===== config.mk =====
export PLATFORM = sky130hd
export DESIGN_NAME = hns_window
export DESIGN_NICKNAME = d
export VERILOG_FILES = /design/src/rtl/hns_pkg.sv /design/src/rtl/hns_window.sv
export SDC_FILE = /design/constraint.sdc
export NUM_CORES = 1
export LEC_CHECK = 0
export BUFFER_PORTS_ARGS = -buffer_cell sky130_fd_sc_hd__buf_4
export CAP_MARGIN = 20
export CORE_UTILIZATION = 28
export CTS_CLUSTER_DIAMETER = 50
export DETAILED_ROUTE_END_ITERATION = 6
export PLACE_DENSITY = 0.55
export SLEW_MARGIN = 20
export SYNTH_ARGS = -nofsm -noshare
export SYNTH_HDL_FRONTEND = slang
export SYNTH_SLANG_ARGS = --single-unit

===== constraint.sdc =====
create_clock -name clk -period 26.1 [get_ports clk]
set_input_delay 2.61 -clock clk [delete_from_list [all_inputs] [get_ports clk]]
set_output_delay 2.61 -clock clk [all_outputs]
set_load 0.02 [all_outputs]

===== src/rtl/hns_pkg.sv =====
// Package for the heightmap neighbourhood smoothing unit.
// Holds widths, register and operation codes, pipeline types and the
// neighbour sum helpers; depends on nothing.
package hns_pkg;

  // Raster geometry
  localparam int MAX_COLUMNS = 1024;
  localparam int ADDR_W      = $clog2(MAX_COLUMNS);
  localparam int COLS_W      = ADDR_W + 1;
  localparam int ROW_W       = 16;

  // Sample and result widths
  localparam int SAMPLE_W = 16;
  localparam int OUT_W    = 24;
  localparam int FRAC_W   = 8;
  // n * centre + neighbour sum, at most 16 samples
  localparam int NUM_W    = SAMPLE_W + 4;
  // numerator scaled by half of one in fixed point
  localparam int SCALED_W = NUM_W + FRAC_W - 1;

  // Configuration port
  localparam int CFG_IDX_W     = 2;
  localparam int CFG_DATA_W    = 16;
  localparam int CFG_COLS_W    = 11;
  localparam int CFG_ROWS_W    = 16;
  localparam int RESET_COLUMNS = 256;
  localparam int RESET_ROWS    = 256;

  localparam logic [CFG_IDX_W-1:0] CFG_MAP_COLUMNS = CFG_IDX_W'(0);
  localparam logic [CFG_IDX_W-1:0] CFG_MAP_ROWS    = CFG_IDX_W'(1);

  // Input operation codes
  localparam logic OP_SAMPLE = 1'b0;
  localparam logic OP_FLUSH  = 1'b1;

  typedef enum logic [1:0] {
    ITEM_NONE,
    ITEM_SAMPLE,
    ITEM_FLUSH
  } item_kind_t;

  typedef enum logic [1:0] {
    DIV_3,
    DIV_5,
    DIV_8
  } divisor_t;

  // Control for one item, decided at acceptance
  typedef struct packed {
    item_kind_t          kind;
    logic                emit_a;
    logic                emit_b;
    logic                up;
    logic                left;
    logic                right;
    logic                last;
    logic [ADDR_W-1:0]   col;
    logic [SAMPLE_W-1:0] x;
  } stage_ctrl_t;

  // Line buffer read data, port a and port b of each buffer
  typedef struct packed {
    logic [SAMPLE_W-1:0] older_a;
    logic [SAMPLE_W-1:0] newer_a;
    logic [SAMPLE_W-1:0] older_b;
    logic [SAMPLE_W-1:0] newer_b;
  } line_rd_t;

  // Line buffer write, shared address for both buffers
  typedef struct packed {
    logic                we;
    logic [ADDR_W-1:0]   addr;
    logic [SAMPLE_W-1:0] older_data;
    logic [SAMPLE_W-1:0] newer_data;
  } line_wr_t;

  typedef struct packed {
    logic             valid;
    logic [NUM_W-1:0] num;
    divisor_t         div;
    logic             last;
  } lane_t;

  typedef struct packed {
    lane_t a;
    lane_t b;
  } lane_pair_t;

  typedef struct packed {
    logic [OUT_W-1:0] smoothed_height;
    logic             frame_last;
  } result_t;

  typedef struct packed {
    logic    valid;
    result_t res;
  } slot_t;

  typedef logic [8:0][SAMPLE_W-1:0] win9_t;

  // Divisor from the number of in-map neighbours (3, 5 or 8)
  function automatic divisor_t divisor_of(logic [8:0] mask);
    divisor_t d;
    case (4'($countones(mask)))
      4'd8:    d = DIV_8;
      4'd5:    d = DIV_5;
      default: d = DIV_3;
    endcase
    return d;
  endfunction

  // n * centre plus the sum of the masked neighbours
  function automatic logic [NUM_W-1:0] neighbour_num(win9_t w, logic [8:0] mask,
                                                     logic [SAMPLE_W-1:0] centre,
                                                     divisor_t div);
    logic [NUM_W-1:0] acc;
    logic [NUM_W-1:0] c;
    acc = '0;
    c   = NUM_W'(centre);
    for (int i = 0; i < 9; i++) begin
      if (mask[i]) begin
        acc = acc + NUM_W'(w[i]);
      end
    end
    case (div)
      DIV_8:   acc = acc + (c << 3);
      DIV_5:   acc = acc + (c << 2) + c;
      default: acc = acc + (c << 1) + c;
    endcase
    return acc;
  endfunction

endpackage


===== src/rtl/hns_window.sv =====
// Window stage: 3x3 sample window, line buffer write-back and the
// neighbour numerators of up to two results. Depends on hns_pkg.
module hns_window (
  input  logic                 clk,
  input  logic                 rst,
  input  logic                 adv,
  input  hns_pkg::stage_ctrl_t s1,
  input  hns_pkg::line_rd_t    rd,
  output hns_pkg::line_wr_t    wr,
  output hns_pkg::lane_pair_t  s2
);
  import hns_pkg::*;

  win9_t               win;
  win9_t               shifted;
  win9_t               flush_win;
  win9_t               win_a;
  logic [SAMPLE_W-1:0] prev_older;
  logic [SAMPLE_W-1:0] prev_newer;
  logic                is_sample;
  logic                is_flush;
  logic [8:0]          mask_a;
  logic [8:0]          mask_b;
  logic [8:0]          mask_f;
  logic [8:0]          mask_sel;
  divisor_t            div_a;
  divisor_t            div_b;
  lane_pair_t          lanes;

  assign is_sample = s1.kind == ITEM_SAMPLE;
  assign is_flush  = s1.kind == ITEM_FLUSH;

  // Shift the window left and bring in the new column
  always_comb begin
    shifted = win;
    for (int i = 0; i < 3; i++) begin
      shifted[i*3]     = win[i*3+1];
      shifted[i*3+1]   = win[i*3+2];
    end
    shifted[2] = rd.older_a;
    shifted[5] = rd.newer_a;
    shifted[8] = s1.x;
  end

  // Drain window: the two stored rows around the drain column, no row below
  always_comb begin
    flush_win    = '0;
    flush_win[0] = prev_older;
    flush_win[1] = rd.older_a;
    flush_win[2] = rd.older_b;
    flush_win[3] = prev_newer;
    flush_win[4] = rd.newer_a;
    flush_win[5] = rd.newer_b;
  end

  // Neighbour masks, bit i*3+d for window row i and column d
  assign mask_a = {1'b1, 1'b1, s1.left, 1'b1, 1'b0, s1.left,
                   s1.up, s1.up, s1.up & s1.left};
  assign mask_b = {1'b1, 1'b1, 1'b0, 1'b0, 1'b1, 1'b0, s1.up, s1.up, 1'b0};
  assign mask_f = {3'b000, s1.right, 1'b0, s1.left, s1.right, 1'b1, s1.left};

  assign mask_sel = is_flush ? mask_f : mask_a;
  assign win_a    = is_flush ? flush_win : shifted;
  assign div_a    = divisor_of(mask_sel);
  assign div_b    = divisor_of(mask_b);

  // First lane serves the inner pixel or the drain pixel, second the row end
  always_comb begin
    lanes.a.valid = is_flush | (is_sample & s1.emit_a);
    lanes.a.num   = neighbour_num(win_a, mask_sel, win_a[4], div_a);
    lanes.a.div   = div_a;
    lanes.a.last  = is_flush & s1.last;
    lanes.b.valid = is_sample & s1.emit_b;
    lanes.b.num   = neighbour_num(shifted, mask_b, shifted[5], div_b);
    lanes.b.div   = div_b;
    lanes.b.last  = 1'b0;
  end

  // Move the stored row down and store the new sample
  assign wr.we         = adv & is_sample;
  assign wr.addr       = s1.col;
  assign wr.older_data = rd.newer_a;
  assign wr.newer_data = s1.x;

  // Hold window, drain history and the lane register
  always_ff @(posedge clk) begin
    if (rst) begin
      win        <= '0;
      s2.a.valid <= 1'b0;
      s2.b.valid <= 1'b0;
    end else if (adv) begin
      if (is_sample) begin
        win <= shifted;
      end
      if (is_flush) begin
        prev_older <= rd.older_a;
        prev_newer <= rd.newer_a;
      end
      s2 <= lanes;
    end
  end

endmodule


Word-level counts from Yosys, hierarchy flattened
Index checks and enable logic that the tools add are counted.
- register bits: 175
- bits of input ports: 101
- output and inout port bits: 91
- word-level logic and storage cells: 85
- add/subtract/negate cells: 33
- equality and inequality tests: 10
- multiplexer cells: 17
- bitwise operators: 7
- reduce and logical (&&, ||, !) cells: 3
- operators with widths (kind ; count):
    adder 20 x 16 -> 20 bit ; 15
    two-way mux 20 bit ; 9
    two-way mux 144 bit ; 1
    case mux 20 bit (2 select lines) ; 2
    adder 20 x 17 -> 20 bit ; 2
    adder 20 x 18 -> 20 bit ; 2
    adder 20 x 19 -> 20 bit ; 2
    two-way mux 16 bit ; 2
    adder 16 x 16 -> 17 bit ; 1
    adder 1 x 1 -> 2 bit ; 5
    two-way mux 9 bit ; 1
    == test 4 x 3 -> 1 bit, second input constant ; 2
    == test 4 bit, second input constant ; 2
    case mux 2 bit (2 select lines) ; 2
    adder 2 x 2 -> 3 bit ; 2
    == test 2 x 1 -> 1 bit, second input constant ; 3
    == test 2 bit, second input constant ; 3
    AND 1 bit ; 5
    adder 3 x 1 -> 4 bit, second input constant ; 1
    adder 3 x 3 -> 4 bit ; 1
    adder 4 x 1 -> 4 bit ; 1
    AND reduction 2 bit ; 2
    adder 2 x 2 -> 3 bit, second input constant ; 1
    AND reduction 3 bit ; 1
    other kinds (2) ; 2

Longest topological paths before layout
- depth in word-level cells: 22
- mapped depth: 71
- mapped depth without buffers: 68

Least setup slack after synthesis
Ideal clock, no wire load.
- path kind: input to register
- from: input s1[33] (netlist bit)
- to: register s2[45] (netlist bit) (data pin)
- setup time: 0.270 ns
- arrival: 13.905 ns
- data required time: 25.830 ns
- slack: 11.925 ns
- stages: 67
- buffers on the path: 4
- path through: nor2b_1 > clkbuf_1 > clkbuf_1 > clkbuf_1 > nand2_1 > nand2_1 > ha_1 > inv_1 > fa_1 > xor2_1 > nor2_1 > ha_1 > nor2b_1 > o21ai_0 > nand2b_1 > a21oi_1 > o21bai_1 > a21oi_1 > [... 31 more ...] > a31o_2 > o31a_1 > xnor2_1 > a21oi_1 > ha_1 > a21oi_1 > nor2_1 > mux2i_1 > a21oi_1 > a21boi_1 > or2_1 > buf_2 > xnor2_1 > ha_1 > o41ai_1 > xnor2_1 > a221oi_1 > a21oi_1
- RTL lines (element ; line ; text):
    from (decl) ; hns_window.sv:7 ; input hns_pkg::stage_ctrl_t s1,
    to (signal assigned) ; hns_window.sv:99 ; s2 <= lanes;
    to (decl) ; hns_window.sv:10 ; output hns_pkg::lane_pair_t s2

==> results.cfg <==
[cts]
clockRootBuffer = clkbuf_16
numCtsBuffers = 17
clk_pin_slew_ns = 0.09
clockBufferDepth = 2
cts_tree = built
cts_resized = 0
cts.sinks = 174
postCtsHoldBufs = 0
post-cts-setup-buffers = 0
cts_htree_levels = 4
insertion_delay_ns = 0.51

[final_layout]
num-fill-cells = 8287
final_core_util = 0.3181
fin_nets = 3398
finalInstanceArea_um2 = 24730
fin_cells = 3994
drive_above_1_share = 0.09149
area_growth_syn_to_layout_pct = 12.21

[setup_path]
slowest_delay_ns = 0.47
endpoint_kind = flop
r2r-end = s2[45]$_DFFE_PP_
crit_slowest_cell = buf_4
worstSetupStartpoint = s1[33]
rrSetupSlack_ns = 13.75
reg2reg_depth = 62
required_ns = 26.35
cp_common_cell = a21oi_1
cp_max_fo = 54
path_buf_inv = 8
crit_arrival_ns = 16.18
path_delay_family = compound AO/OA/AOI/OAI gates
r2r_start = shifted[0]$_SDFFE_PP0P_
setup.worst_path.class = input pin to flop
worst_setup_path_start_kind = input pin

[logic_synthesis]
ys_seq_area_frac = 0.1926
syn-cell-area_um2 = 22040
synth_top_area_share = 0.1437
synth_largest_area_cell = ha_1
synth-edff-count = 76
synth_warnings = 0
synthDistinctLibCells = 85
synth.area.top_cells = ha_1 14%, edfxtp_1 10%, fa_1 9.6%, dfxtp_1 8.9%, nand2_1 8.6%
synthFlopType = dfxtp_1
syn_inst = 2863
synth_seq_cells = 174
syn_avg_cell_area_um2 = 7.697
synthArstFlopShare = 0

[placement]
place_hpwl_um = 57290
placed_cell_area_um2 = 24140
dp.cells = 3959
io_buffers = 169
pre_cts_slack_ns = 9.746
gp_congestion = 0.8714

[timing]
slew_headroom = 0.2778
fmax_ghz = 0.06279
finalSetupViolCount = 0
tns_ns = 0
hold_viol_final = 0
period_share = 0.6102
worst_slack_ns = 10.17
hold_ws_ns = 0.4524
tightest_slew_ns = 1.081
slew_viol_final = 0
period_minus_slack_ns = 15.93
rsz0062_at_grt = no
skew_ns = 0.01380

[drt]
vias = 19430
met3_length_um = 3506
dr.max_layer_used = met5
wl_met2_um = 32300
antenna_left = 0
drcViolationCount = 0
wl_met1_um = 33580
drt_pass1_iterations = 5
finalWirelength_um = 71980
wl_per_cell_um = 18.02
drt-initial-drc-count = 1300
vias_per_cell = 4.866

[grt]
antenna_found_initial = 2
grt_start_max_net_pins = 81
grtUsageTotal = 0.1829
grt_pass1_vias = 18610
grt_pass1_wl_um = 109500
grt.overflow.total = 0

[power_and_ir_drop]
pwr-share-comb = 0.681
power_density_nw_per_um2 = 78.88
swShare = 0.4682
pwr-share-seq = 0.178
p_leak_nw = 11.66
switching_power_mw = 0.9131
finalPower_mw = 1.950
intPower_mw = 1.037
ir_worst_vdd_mv = 0.05922
p_clk_frac = 0.141

[floorplanning]
start_util = 0.2835
die-area_um2 = 79830
pin_count = 192
row_count = 102
chipWidth_um = 282.5
die-height_um = 282.5
coreArea_um2 = 77720

[status]
status = completed

[min_path]
hold_path.startpoint = shifted[105]$_SDFFE_PP0P_
holdPathStages = 2
worstHoldPathType = flop to flop
min_to = shifted[105]$_SDFFE_PP0P_

[job]
cap_violations = 0
worst min-delay path, cell delays in order (launching register included):
cell and delay, ns:
dfxtp_1 0.31, nand2_1 0.05, a21oi_1 0.05
flip-flops by register name, indices dropped and copies added, names as in the netlist:
register,count
s2,46
prev_newer,16
prev_older,16
shifted,96
worst max-delay path by stage:
stage	slack [ns]	endpoint	cells after the start
6_report	10.17	s2[45]$_DFFE_PP_	68
3_3_place_gp	9.83	s2[45]$_DFFE_PP_	67
2_1_floorplan	11.92	s2[45]$_DFFE_PP_	67
4_1_cts	10.27	s2[45]$_DFFE_PP_	68
3_5_place_dp	9.75	s2[46]$_DFFE_PP_	68
5_1_grt	8.77	s2[45]$_DFFE_PP_	68
cells in the final DEF (no fill, tap or decap), types with 9 or more instances in the layout:
| cell | instances |
|---|---|
| a211oi_1 | 16 |
| a21boi_0 | 22 |
| a21o_1 | 81 |
| a21oi_1 | 303 |
| a221oi_1 | 21 |
| a31oi_1 | 9 |
| and2_1 | 80 |
| buf_4 | 195 |
| clkbuf_16 | 17 |
| dfxtp_1 | 98 |
| edfxtp_1 | 76 |
| fa_1 | 106 |
| ha_1 | 253 |
| inv_1 | 319 |
| mux2_2 | 12 |
| mux2i_1 | 12 |
| nand2_1 | 502 |
| nand2b_1 | 30 |
| nand3_1 | 21 |
| nor2_1 | 156 |
| nor2b_1 | 32 |
| nor3_1 | 37 |
| o21a_1 | 32 |
| o21ai_0 | 129 |
| o21bai_1 | 33 |
| o31ai_1 | 19 |
| or3_1 | 12 |
| xnor2_1 | 123 |
| xor2_1 | 59 |
power groups by stage:
stage | registers [mW] | logic (mW) | clock network, mW
after global placement | 0.354 | 1.33 | 0
after global routing | 0.350 | 1.51 | 0.290
final | 0.347 | 1.33 | 0.275
after CTS | 0.347 | 1.34 | 0.282
after detailed placement | 0.353 | 1.33 | 0
after floorplan | 0.380 | 0.999 | 0
cell families after synthesis:
kind of cell	Yosys count	share of synthesized area
and+or+nand+nor	907	0.1815
buffers and inverters	461	0.08608
xor gates and xnor gates	185	0.07489
muxes	24	0.01158
AOI/OAI and AO/OA	751	0.2127
DFF	174	0.1926
adders and majority gates	360	0.2405
other	1	0.0001702
metal layers:
layer	global-route usage	up-vias
li1	-	9772
met3	0.03015	90
met5	0	-
met2	0.2906	482
met1	0.2451	9087
met4	0.07360	2
cells in the mapped netlist, drive strengths merged (6+ instances only):
library cell / n
a211oi: 17
fa: 106
nor2: 157
buf: 56
a21boi: 28
a21o: 81
a31oi: 11
nor3: 38
o21ai: 137
o31a: 6
mux2: 12
nand3: 23
o211ai: 8
o21bai: 33
dfxtp: 98
mux2i: 12
o41ai: 9
xnor2: 125
xor2: 59
nand2b: 30
and2: 80
clkbuf: 84
nand2: 503
o31ai: 19
ha: 253
a221oi: 21
or3: 13
inv: 321
o21a: 32
edfxtp: 76
nand4: 6
a21oi: 304
nor2b: 34
final cells by class:
cell class                 instances  area (um2)  share of cell area
tap                             1040        1301             0.05263
inverter                         321        1209             0.04888
antenna                            3       7.507           0.0003036
multi-input combinational       2229       15920              0.6440
timing repair buffer             195        1464             0.05920
clock buffer                      18       439.2             0.01776
sequential                       174        4244              0.1716
clock inverter                    14       137.6            0.005566
Note: power is estimated with default switching activity, not from simulation.
