`src/rtl/hns_pkg.sv`:
```
// Package for the heightmap neighbourhood smoothing unit.
// Holds widths, register and operation codes, pipeline types and the
// neighbour sum helpers; depends on nothing.
package hns_pkg;

  // Raster geometry
  localparam int MAX_COLUMNS = 1024;
  localparam int ADDR_W      = $clog2(MAX_COLUMNS);
  localparam int COLS_W      = ADDR_W + 1;
  localparam int ROW_W       = 16;

  // Sample and result widths
  localparam int SAMPLE_W = 16;
  localparam int OUT_W    = 24;
  localparam int FRAC_W   = 8;
  // n * centre + neighbour sum, at most 16 samples
  localparam int NUM_W    = SAMPLE_W + 4;
  // numerator scaled by half of one in fixed point
  localparam int SCALED_W = NUM_W + FRAC_W - 1;

  // Configuration port
  localparam int CFG_IDX_W     = 2;
  localparam int CFG_DATA_W    = 16;
  localparam int CFG_COLS_W    = 11;
  localparam int CFG_ROWS_W    = 16;
  localparam int RESET_COLUMNS = 256;
  localparam int RESET_ROWS    = 256;

  localparam logic [CFG_IDX_W-1:0] CFG_MAP_COLUMNS = CFG_IDX_W'(0);
  localparam logic [CFG_IDX_W-1:0] CFG_MAP_ROWS    = CFG_IDX_W'(1);

  // Input operation codes
  localparam logic OP_SAMPLE = 1'b0;
  localparam logic OP_FLUSH  = 1'b1;

  typedef enum logic [1:0] {
    ITEM_NONE,
    ITEM_SAMPLE,
    ITEM_FLUSH
  } item_kind_t;

  typedef enum logic [1:0] {
    DIV_3,
    DIV_5,
    DIV_8
  } divisor_t;

  // Control for one item, decided at acceptance
  typedef struct packed {
    item_kind_t          kind;
    logic                emit_a;
    logic                emit_b;
    logic                up;
    logic                left;
    logic                right;
    logic                last;
    logic [ADDR_W-1:0]   col;
    logic [SAMPLE_W-1:0] x;
  } stage_ctrl_t;

  // Line buffer read data, port a and port b of each buffer
  typedef struct packed {
    logic [SAMPLE_W-1:0] older_a;
    logic [SAMPLE_W-1:0] newer_a;
    logic [SAMPLE_W-1:0] older_b;
    logic [SAMPLE_W-1:0] newer_b;
  } line_rd_t;

  // Line buffer write, shared address for both buffers
  typedef struct packed {
    logic                we;
    logic [ADDR_W-1:0]   addr;
    logic [SAMPLE_W-1:0] older_data;
    logic [SAMPLE_W-1:0] newer_data;
  } line_wr_t;

  typedef struct packed {
    logic             valid;
    logic [NUM_W-1:0] num;
    divisor_t         div;
    logic             last;
  } lane_t;

  typedef struct packed {
    lane_t a;
    lane_t b;
  } lane_pair_t;

  typedef struct packed {
    logic [OUT_W-1:0] smoothed_height;
    logic             frame_last;
  } result_t;

  typedef struct packed {
    logic    valid;
    result_t res;
  } slot_t;

  typedef logic [8:0][SAMPLE_W-1:0] win9_t;

  // Divisor from the number of in-map neighbours (3, 5 or 8)
  function automatic divisor_t divisor_of(logic [8:0] mask);
    divisor_t d;
    case (4'($countones(mask)))
      4'd8:    d = DIV_8;
      4'd5:    d = DIV_5;
      default: d = DIV_3;
    endcase
    return d;
  endfunction

  // n * centre plus the sum of the masked neighbours
  function automatic logic [NUM_W-1:0] neighbour_num(win9_t w, logic [8:0] mask,
                                                     logic [SAMPLE_W-1:0] centre,
                                                     divisor_t div);
    logic [NUM_W-1:0] acc;
    logic [NUM_W-1:0] c;
    acc = '0;
    c   = NUM_W'(centre);
    for (int i = 0; i < 9; i++) begin
      if (mask[i]) begin
        acc = acc + NUM_W'(w[i]);
      end
    end
    case (div)
      DIV_8:   acc = acc + (c << 3);
      DIV_5:   acc = acc + (c << 2) + c;
      default: acc = acc + (c << 1) + c;
    endcase
    return acc;
  endfunction

endpackage

```
`src/rtl/hns_if.sv`:
```


interface hns_result_if;
  import hns_pkg::*;
  logic             valid;
  logic             ready;
  logic [OUT_W-1:0] smoothed_height;
  logic             frame_last;
  modport source (output valid, smoothed_height, frame_last, input ready);
  modport sink   (input valid, smoothed_height, frame_last, output ready);
endinterface


```
`src/rtl/hns_outq.sv`:
```
// Result queue: four entries, takes up to two results a cycle while it has room, and
// hands out one per transfer. Depends on hns_pkg, hns_if.
module hns_outq (
  input  logic            clk,
  input  logic            rst,
  input  logic            adv,
  input  hns_pkg::slot_t  slot_a,
  input  hns_pkg::slot_t  slot_b,
  output logic            room,
  hns_result_if.source    smoothed
);
  import hns_pkg::*;

  localparam int DEPTH = 4;
  localparam int PTR_W = $clog2(DEPTH);
  localparam int CNT_W = PTR_W + 1;

  result_t          q [DEPTH];
  logic [PTR_W-1:0] head;
  logic [PTR_W-1:0] tail;
  logic [CNT_W-1:0] count;
  logic             push_a;
  logic             push_b;
  logic             pop;
  logic [PTR_W-1:0] tail_b;

  assign push_a = adv & slot_a.valid;
  assign push_b = adv & slot_b.valid;
  assign pop    = smoothed.valid & smoothed.ready;
  assign tail_b = push_a ? tail + PTR_W'(1) : tail;

  // Space for a full pair of results keeps the pipeline moving
  assign room = count <= CNT_W'(DEPTH - 2);

  assign smoothed.valid           = count != '0;
  assign smoothed.smoothed_height = q[head].smoothed_height;
  assign smoothed.frame_last      = q[head].frame_last;

  // Store incoming results in order
  always_ff @(posedge clk) begin
    if (push_a) begin
      q[tail] <= slot_a.res;
    end
    if (push_b) begin
      q[tail_b] <= slot_b.res;
    end
  end

  // Advance pointers and occupancy
  always_ff @(posedge clk) begin
    if (rst) begin
      head  <= '0;
      tail  <= '0;
      count <= '0;
    end else begin
      tail  <= tail + PTR_W'(push_a) + PTR_W'(push_b);
      count <= count + CNT_W'(push_a) + CNT_W'(push_b) - CNT_W'(pop);
      if (pop) begin
        head <= head + PTR_W'(1);
      end
    end
  end

endmodule

```
`src/flat_wrapper.sv`:
```
// flat-port wrapper written by rule: the top's interface ports become plain ports
module hns_outq_flat import hns_pkg::*;
  (clk, rst, adv, slot_a, slot_b, room, smoothed_valid, smoothed_smoothed_height, smoothed_frame_last, smoothed_ready);
  hns_result_if smoothed_i ();
  input  logic clk;
  input  logic rst;
  input  logic adv;
  input  hns_pkg::slot_t slot_a;
  input  hns_pkg::slot_t slot_b;
  output logic room;
  output wire logic [$bits(smoothed_i.valid)-1:0] smoothed_valid;
  output wire logic [$bits(smoothed_i.smoothed_height)-1:0] smoothed_smoothed_height;
  output wire logic [$bits(smoothed_i.frame_last)-1:0] smoothed_frame_last;
  input wire logic [$bits(smoothed_i.ready)-1:0] smoothed_ready;
  assign smoothed_valid = smoothed_i.valid;
  assign smoothed_smoothed_height = smoothed_i.smoothed_height;
  assign smoothed_frame_last = smoothed_i.frame_last;
  assign smoothed_i.ready = smoothed_ready;
  hns_outq u_core (.clk(clk), .rst(rst), .adv(adv), .slot_a(slot_a), .slot_b(slot_b), .room(room), .smoothed(smoothed_i));
endmodule
```
`config.mk`:
```
export PLATFORM = sky130hd
export DESIGN_NAME = hns_outq_flat
export DESIGN_NICKNAME = d
export VERILOG_FILES = /design/src/rtl/hns_pkg.sv /design/src/rtl/hns_if.sv /design/src/rtl/hns_outq.sv /design/src/flat_wrapper.sv
export SDC_FILE = /design/constraint.sdc
export NUM_CORES = 1
export LEC_CHECK = 0
export ABC_AREA = 1
export BUFFER_PORTS_ARGS = -buffer_cell sky130_fd_sc_hd__buf_4
export CAP_MARGIN = 10
export CORE_ASPECT_RATIO = 0.9
export CORE_MARGIN = 10
export CORE_UTILIZATION = 30
export CTS_BUF_LIST = sky130_fd_sc_hd__clkbuf_4 sky130_fd_sc_hd__clkbuf_8
export DETAILED_ROUTE_END_ITERATION = 10
export PLACE_DENSITY = 0.54
export SETUP_SLACK_MARGIN = 0.4
export SLEW_MARGIN = 20
export SYNTH_ARGS = -nofsm -noshare
export SYNTH_HDL_FRONTEND = slang
export SYNTH_SLANG_ARGS = --single-unit
```
`constraint.sdc`:
```
create_clock -name clk -period 2.5 [get_ports clk]
set_clock_uncertainty 0.05 [all_clocks]
set_input_delay 0.375 -clock clk [delete_from_list [all_inputs] [get_ports clk]]
set_output_delay 0.375 -clock clk [all_outputs]
set_load 0.02 [all_outputs]
```
* After elaboration in Yosys (flattened, before gate mapping)
Memory sizes are Yosys's and may differ from the RTL's. A register that Yosys moved wholly into a read port is not among the register bits.
Index checks and enable logic that the tools add are counted.
Widths: inputs -> output; s select.
** Storage, ports and cells
- RAM bits :: 100
- Output and inout port bits :: 27
- Flip-flop bits (word level) :: 7
- Memories kept :: 1
- Bits of input ports :: 56
- Logic and storage cells :: 23
** Operators by class
- Order comparisons :: 1
- Add/subtract/negate cells :: 7
- Reductions and logical operators :: 1
- Mux-type cells :: 7
- Bitwise logic cells :: 3
** Memory list
- u_core.q :: depth 4, width 25, read ports 1, clocked after memory_dff 1, write ports 2, RTL line hns_outq.sv:18 : result_t q [DEPTH];
** Operators by type and width (count)
- $add 3x1->3 :: 2
- $mux 2 :: 3
- $add 2x1->2 :: 2
- $add 2x1->2 const B :: 2
- $mux 1 :: 4
- $and 1x1->1 :: 3
- $le 3x2->1 const B :: 1
- $reduce_bool 3->1 :: 1
- $sub 3x1->3 :: 1

* Longest topological paths before layout
Gate-level depths: netlist of run 1.
- Depth after elaboration :: 4
- Mapped depth :: 10
- Mapped depth without buffers :: 10

* Worst setup path after synthesis of run 1
OpenSTA, ideal clock, no wires.
- Path kind :: register to register
- From :: reg u_core.tail[0]
- To :: mem u_core.q[0][0] (netlist bit) (enable)
- Cell stages (with the launch flop) :: 9
- Period minus slack after synthesis :: 2372 ps
- Path slack :: 128 ps
- Data arrival time :: 1940 ps
- Path through :: dfxtp_1 -> inv_1 -> ha_1 -> inv_1 -> nand3_1 -> nand2_2 -> nand3_4 -> buf_4 -> nand2_1
** RTL lines
- start, declared :: RTL line hns_outq.sv:20 : logic [PTR_W-1:0] tail;
- start signal, assigned :: RTL line hns_outq.sv:56 : tail <= tail + PTR_W'(push_a) + PTR_W'(push_b);
- end, declared :: RTL line hns_outq.sv:18

* Worst setup path after layout of run 1
- From :: reg u_core.count[2]
- To :: reg u_core.count[1]
** Between the ends
- Cells in the longest elaborated chain, start to end :: 3
** Ends and longest elaborated chain
- start, declared :: RTL line hns_outq.sv:21 : logic [CNT_W-1:0] count;
- start signal, assigned :: RTL line hns_outq.sv:57 : count <= count + CNT_W'(push_a) + CNT_W'(push_b) - CNT_W'(pop);
- $reduce_bool 3->1 :: RTL line hns_outq.sv:35 : assign smoothed.valid = count != '0;
- $and 1x1->1 :: RTL line hns_outq.sv:29 : assign pop = smoothed.valid & smoothed.ready;
- net u_core.pop :: RTL line hns_outq.sv:24 : logic pop;
- $sub 3x1->3 :: RTL line hns_outq.sv:57
The timed path passes the listed nets, and every way through them passes these cells.
A chain may end at the register's enable or synchronous reset.

==> impl_metrics.json, run 1 <==
{
  "place_congestion": 0.756,
  "synthArstFlopShare_pct": 0,
  "hp-class": "in2reg",
  "clock_sinks": 109,
  "critPathMaxStageDelay_ns": 0.55,
  "path_common_cell": "inv_2",
  "synth.distinct_cells": 26,
  "synth_seq_area_share_pct": 54.3,
  "start_kind": "register",
  "grt_max_degree": 51,
  "nFillCells": 1956,
  "cts-root-buf": "clkbuf_8",
  "setup_slack_ns": 0.421,
  "critical_path.startpoint": "u_core.count[2]",
  "synth_area_um2": 5870,
  "synth_nets": 722,
  "drt_wl_total_mm": 18.4,
  "ant_nets": 0,
  "yosys-top-cells-count": "nand2_1 (218), edfxtp_1 (100), nor2_1 (59)",
  "tightest_slew_ns": 0.744,
  "finalMaxSlewViolations": 0,
  "drive_gt1_share_pct": 21.9,
  "fmax_mhz": 481,
  "holdPathStages": 2,
  "required_ns": 2.78,
  "nNetsFinal": 794,
  "wl_per_cell_um": 18.7,
  "whs_ns": 0.133,
  "grt.overflow.total": 0,
  "ir_worst_vdd_uv": 619,
  "min_from": "rst",
  "synth-seq-cells": 109,
  "finalHoldViolations": 0,
  "num_antenna_cells": 0,
  "r2r_slack_ns": 0.42,
  "synth-edff-count": 100,
  "avgViaCountPerCell": 5.08,
  "grt_antenna_before_repair": 1,
  "drv_cap": 0,
  "io_pins": 83,
  "drc_errors": 0,
  "dr.pass1.iters": 5,
  "setup_violations": 0,
  "layout_worst_path_cycle_share_pct": 83.2,
  "r2r_cells": 10,
  "netlist.area_leader.share_pct": 51.2,
  "grt_pass1_wl_mm": 27.3,
  "core_um2": 19200,
  "cts.htree.levels": 3,
  "area_growth_pct": 21.5,
  "dieArea_um2": 25600,
  "cp-end-kind": "register",
  "cp_max_fo": 3,
  "seqCellArea_um2": 3190,
  "synth_cells": 657,
  "dpl_worst_slack_ns": 0.351,
  "numPortBuffers": 82,
  "die_h_um": 153,
  "vias": 4996,
  "period_minus_slack_ns": 2.08,
  "clock_latency_ns": 0.38,
  "critical_path_class": "reg2reg",
  "clock_path_buffers": 2,
  "synth_top_cell_by_area": "edfxtp_1",
  "dp_hpwl_mm": 11.1,
  "post-synth-top-count-cell": "nand2_1",
  "grtUsageTotal_pct": 13.4,
  "worst_path_max_delay_cell": "fa_2",
  "path_cells": "nor2_2 > nand2_2 > nand2_2 > inv_2 > ha_4 > inv_2 > fa_2 > fa_2 > inv_2 > nor2_2",
  "fp-row-count": 48,
  "rsz0062_at_grt": "yes",
  "relSlewSlack_pct": 50.3,
  "fin_cells": 984,
  "p_per_area_nw_per_um2": 764,
  "r2r_start": "u_core.count[2]",
  "dieWidth_um": 167,
  "cts_tree": "built",
  "setup_tns_ns": 0,
  "numCtsBuffers": 9,
  "power_leakage_nw": 2.96,
  "dr.first_iter.drc_count": 512,
  "yosys_warnings": 0,
  "multi_input_area_um2": 2440,
  "cts.clk_slew.worst_paths_ns": 0.10,
  "initial_core_util_pct": 30.5,
  "grt_pass1_vias": 4838,
  "dp.cells": 962,
  "synth_area_leaders": "edfxtp_1 (51%), nand2_1 (14%), nand4_1 (5.3%)",
  "synth_area_per_cell_um2": 8.93,
  "ys.flop_type": "edfxtp_1",
  "arrival_ns": 2.36,
  "status": "finished clean",
  "cts_hold_buf": 0
}
worst max-delay path: cells and delay by family, from the launching register on:
| kind | cells | cell delay (ns) |
|---|---|---|
| adder cells (fa/ha/maj) | 3 | 1.16 |
| buffers and inverters | 3 | 0.12 |
| flip-flops | 1 | 0.34 |
| AND/OR/NAND/NOR | 4 | 0.34 |
state kept, by name (all words and copies together), names as in the netlist, named ones only:
name and flops:
u_core.count 3, u_core.head 2, u_core.q 100, u_core.tail 2
area by class of cell:
cell class	count	area share, %
Clock inverter	6	0.983
Multi-Input combinational cell	484	34.2
Tap cell	250	4.39
Inverter	18	1.05
Sequential cell	109	44.8
Clock buffer	10	1.84
Timing Repair Buffer	107	12.7
report_power, final:
| part | switching, W | internal (W) | total, W |
|---|---|---|---|
| logic | 0.00130 | 0.000774 | 0.00207 |
| clock network | 0.000647 | 0.000484 | 0.00113 |
| registers | 0.0000694 | 0.00217 | 0.00224 |
layout by cell type, fill, tap and decap left out, types with 9 or more instances in the layout:
master    instances
o22ai_1          23
nand2_2           9
o21ai_0          49
clkbuf_8          9
nand3_1          55
nand2_1         212
edfxtp_1        100
nor2_1           57
inv_1            12
buf_4           100
nand4_1          50
worst paths after layout:
| path | endpoint |
|---|---|
| worst max-delay path | u_core.count[1] |
| worst min-delay path | u_core.count[1] |
| worst max register to register | u_core.count[1] |
| worst min register to register | register |
what timing repair did:
item / CTS / global route
pin swaps: 0 / 11
gates cloned: 0 / 5
buffers inserted: 1 / 0
gates resized for setup: 4 / 22
endpoints found under the hold margin: 0 / 0
setup endpoints to repair: 21 / 164
per-layer routing:
metal  vias up  GRT usage, %  routed length (um)
li1       2429             -                   -
met1      2357          17.1                8200
met2       194          21.6                8500
met3        14          3.89                1510
met4         2          3.48                 191
met5         -             0                  20
cells by family after synthesis:
group	count (synthesis)	share of synthesized area (%)
compound gates	78	7.30
flops	109	54.3
simple gates	393	30.0
buf+inv	66	5.82
xor+xnor	2	0.299
fa+ha+maj	9	2.30
per-stage QoR:
step / util [%] / instance area (um^2) / total power [W]
floorplan: - / 5890 / 0.00339
global placement: 35.0 / 6730 / 0.00416
detailed placement: 35.0 / 6730 / 0.00416
CTS: 36.2 / 6960 / 0.00530
global route: 37.1 / 7120 / 0.00576
finish: 37.1 / 7120 / 0.00544
Power figures use the tool's default switching activity.
==> run 2: changes to the inputs <==
==> constraint.sdc (replaced) <==
create_clock -name clk -period 1.7 [get_ports clk]
set_clock_uncertainty 0.05 [all_clocks]
set_input_delay 0.255 -clock clk [delete_from_list [all_inputs] [get_ports clk]]
set_output_delay 0.255 -clock clk [all_outputs]
set_load 0.02 [all_outputs]
==> run 2 against run 1 <==
Against the previous run: combinational power rose to 2.8 times the previous value; fmax rose by 3.4%; clock power grew 49%; power is 98% higher; utilization up 16 points; highest routed layer is now met4; sequential cell count unchanged; the flow now finishes with violations (setup timing).
==> impl_metrics.json, run 2 (synthesis results as in run 1) <==
{
  "status": "complete, but fails checks",
  "violations": "setup timing",
  "placed_cell_area_um2": 7180,
  "power_leakage_nw": 4.10,
  "top_regs": "u_core.q (100), u_core.count (3)",
  "clock_latency_ns": 0.40,
  "avgViaCountPerCell": 5.71,
  "critical_path_class": "reg2reg",
  "grt_pass1_vias": 6191,
  "rsz0062_at_grt": "yes",
  "fmax_mhz": 498,
  "cts_tree": "built",
  "nNetsFinal": 903,
  "finalHoldViolations": 0,
  "drc_errors": 0,
  "numPortBuffers": 82,
  "drv_cap": 0,
  "cp-end-kind": "register",
  "clock_path_buffers": 2,
  "place_congestion": 0.730,
  "largest_register": "u_core.q",
  "setup_slack_ns": -0.310,
  "required_ns": 1.99,
  "largest_register_ffs": 100,
  "critPathMaxStageDelay_ns": 0.52,
  "setup_violations": 174,
  "final_common_cell": "nand2_1",
  "cts.clk_slew.worst_paths_ns": 0.11,
  "grt_max_degree": 35,
  "p_per_area_nw_per_um2": 1050,
  "grt_pass1_wl_mm": 36.7,
  "numCtsBuffers": 9,
  "cts-root-buf": "clkbuf_8",
  "r2r_cells": 10,
  "critical_path_depth": 10,
  "relSlewSlack_pct": 43.7,
  "dieWidth_um": 167,
  "dieArea_um2": 25600,
  "area_growth_pct": 75.2,
  "ant_nets": 0,
  "clock_sinks": 109,
  "critical_path.startpoint": "u_core.count[1]",
  "die_h_um": 153,
  "holdPathStages": 3,
  "path_cells": "nor2_2 > nand2_2 > nand2_2 > inv_2 > ha_4 > inv_2 > fa_2 > fa_2 > inv_1 > nor2_1",
  "grt.overflow.total": 0,
  "vias": 6250,
  "arrival_ns": 2.30,
  "grt_antenna_before_repair": 2,
  "dr.first_iter.drc_count": 834,
  "cp_max_fo": 2,
  "cts.htree.levels": 3,
  "start_kind": "register",
  "worst_path_max_delay_cell": "fa_2",
  "grtUsageTotal_pct": 18.4,
  "drt_wl_total_mm": 26.8,
  "initial_core_util_pct": 30.5,
  "tightest_slew_ns": 0.843,
  "layout_worst_path_cycle_share_pct": 118,
  "finalMaxSlewViolations": 0,
  "cp_top_family": "adder cells",
  "cp_num_buf_inv": 3,
  "core_um2": 19200,
  "min_from": "slot_a[9]",
  "dr.pass1.iters": 5,
  "hp-class": "in2reg",
  "fp-row-count": 48,
  "wl_per_cell_um": 24.4,
  "drive_gt1_share_pct": 60.6,
  "mostFrequentLayoutCells": "nand2_1 (110), edfxtp_1 (100), buf_4 (88)",
  "setup_tns_ns": -16.46,
  "final_area_um2": 10300,
  "io_pins": 83,
  "period_minus_slack_ns": 2.01,
  "r2r_start": "u_core.count[1]",
  "dp_hpwl_mm": 12.1,
  "ir_worst_vdd_uv": 429
}
## run 2: layout make-up
class	count	area [um^2]
diodes	2	5.00
inverters	18	95.1
multi-input cells	497	3930
fillers	1626	8940
clock inverters	4	48.8
well taps	250	313
clock buffers	12	146
repair buffers	203	2540
flip-flops and latches	109	3200
## run 2: final timing paths
| path | endpoint | slack (ns) |
|---|---|---|
| min | u_core.q[2][9] | 0.1 |
| max | u_core.count[1] | -0.31 |
| max reg2reg | u_core.count[1] | -0.31 |
| min reg2reg | register | 0.46 |
## run 2: worst reg2reg max path: cells and delay by family (launching register included)
family / cells / cell delay (ns)
adders and majority gates: 3 / 1.12
DFF: 1 / 0.33
and+or+nand+nor: 4 / 0.32
buffers and inverters: 3 / 0.12
## run 2: power breakdown
| group | total, W | internal (W) | switching, W |
|---|---|---|---|
| Combinational | 0.00576 | 0.00278 | 0.00297 |
| Clock | 0.00168 | 0.000731 | 0.000944 |
| Sequential | 0.00333 | 0.00319 | 0.000138 |
| Total | 0.0108 | 0.00671 | 0.00406 |
## run 2: per-stage QoR
| stage | cells | worst slack [ns] | total power [W] | hold slack, ns | utilization [%] |
|---|---|---|---|---|---|
| global route | 1093 | -0.385 | 0.0112 | 0.110 | 53.5 |
| detailed placement | 981 | -0.316 | 0.00655 | 0.425 | 37.4 |
| finish | 1095 | -0.310 | 0.0108 | 0.0983 | 53.5 |
| global placement | 981 | -0.278 | 0.00648 | 0.417 | 37.4 |
| floorplan | 657 | -0.313 | 0.00532 | 0.264 | - |
| CTS | 1072 | -0.304 | 0.0101 | 0.0893 | 48.4 |
## run 2: what timing repair did
| action | in CTS | in global routing |
|---|---|---|
| hold endpoints to repair | 2 | 0 |
| buffers inserted | 44 | 11 |
| hold buffers | 1 | 0 |
| gates resized for setup | 291 | 176 |
| setup endpoints to repair | 231 | 231 |
| pin swaps | 91 | 83 |
| gates cloned | 30 | 10 |
## run 2: layer usage
metal	vias to the layer above	GRT usage, %	part of all wire [%]
met1	3051	22.8	38
met4	0	6.67	3.3
met3	76	5.08	11
met5	-	0	0
li1	2706	-	-
met2	417	30.0	48
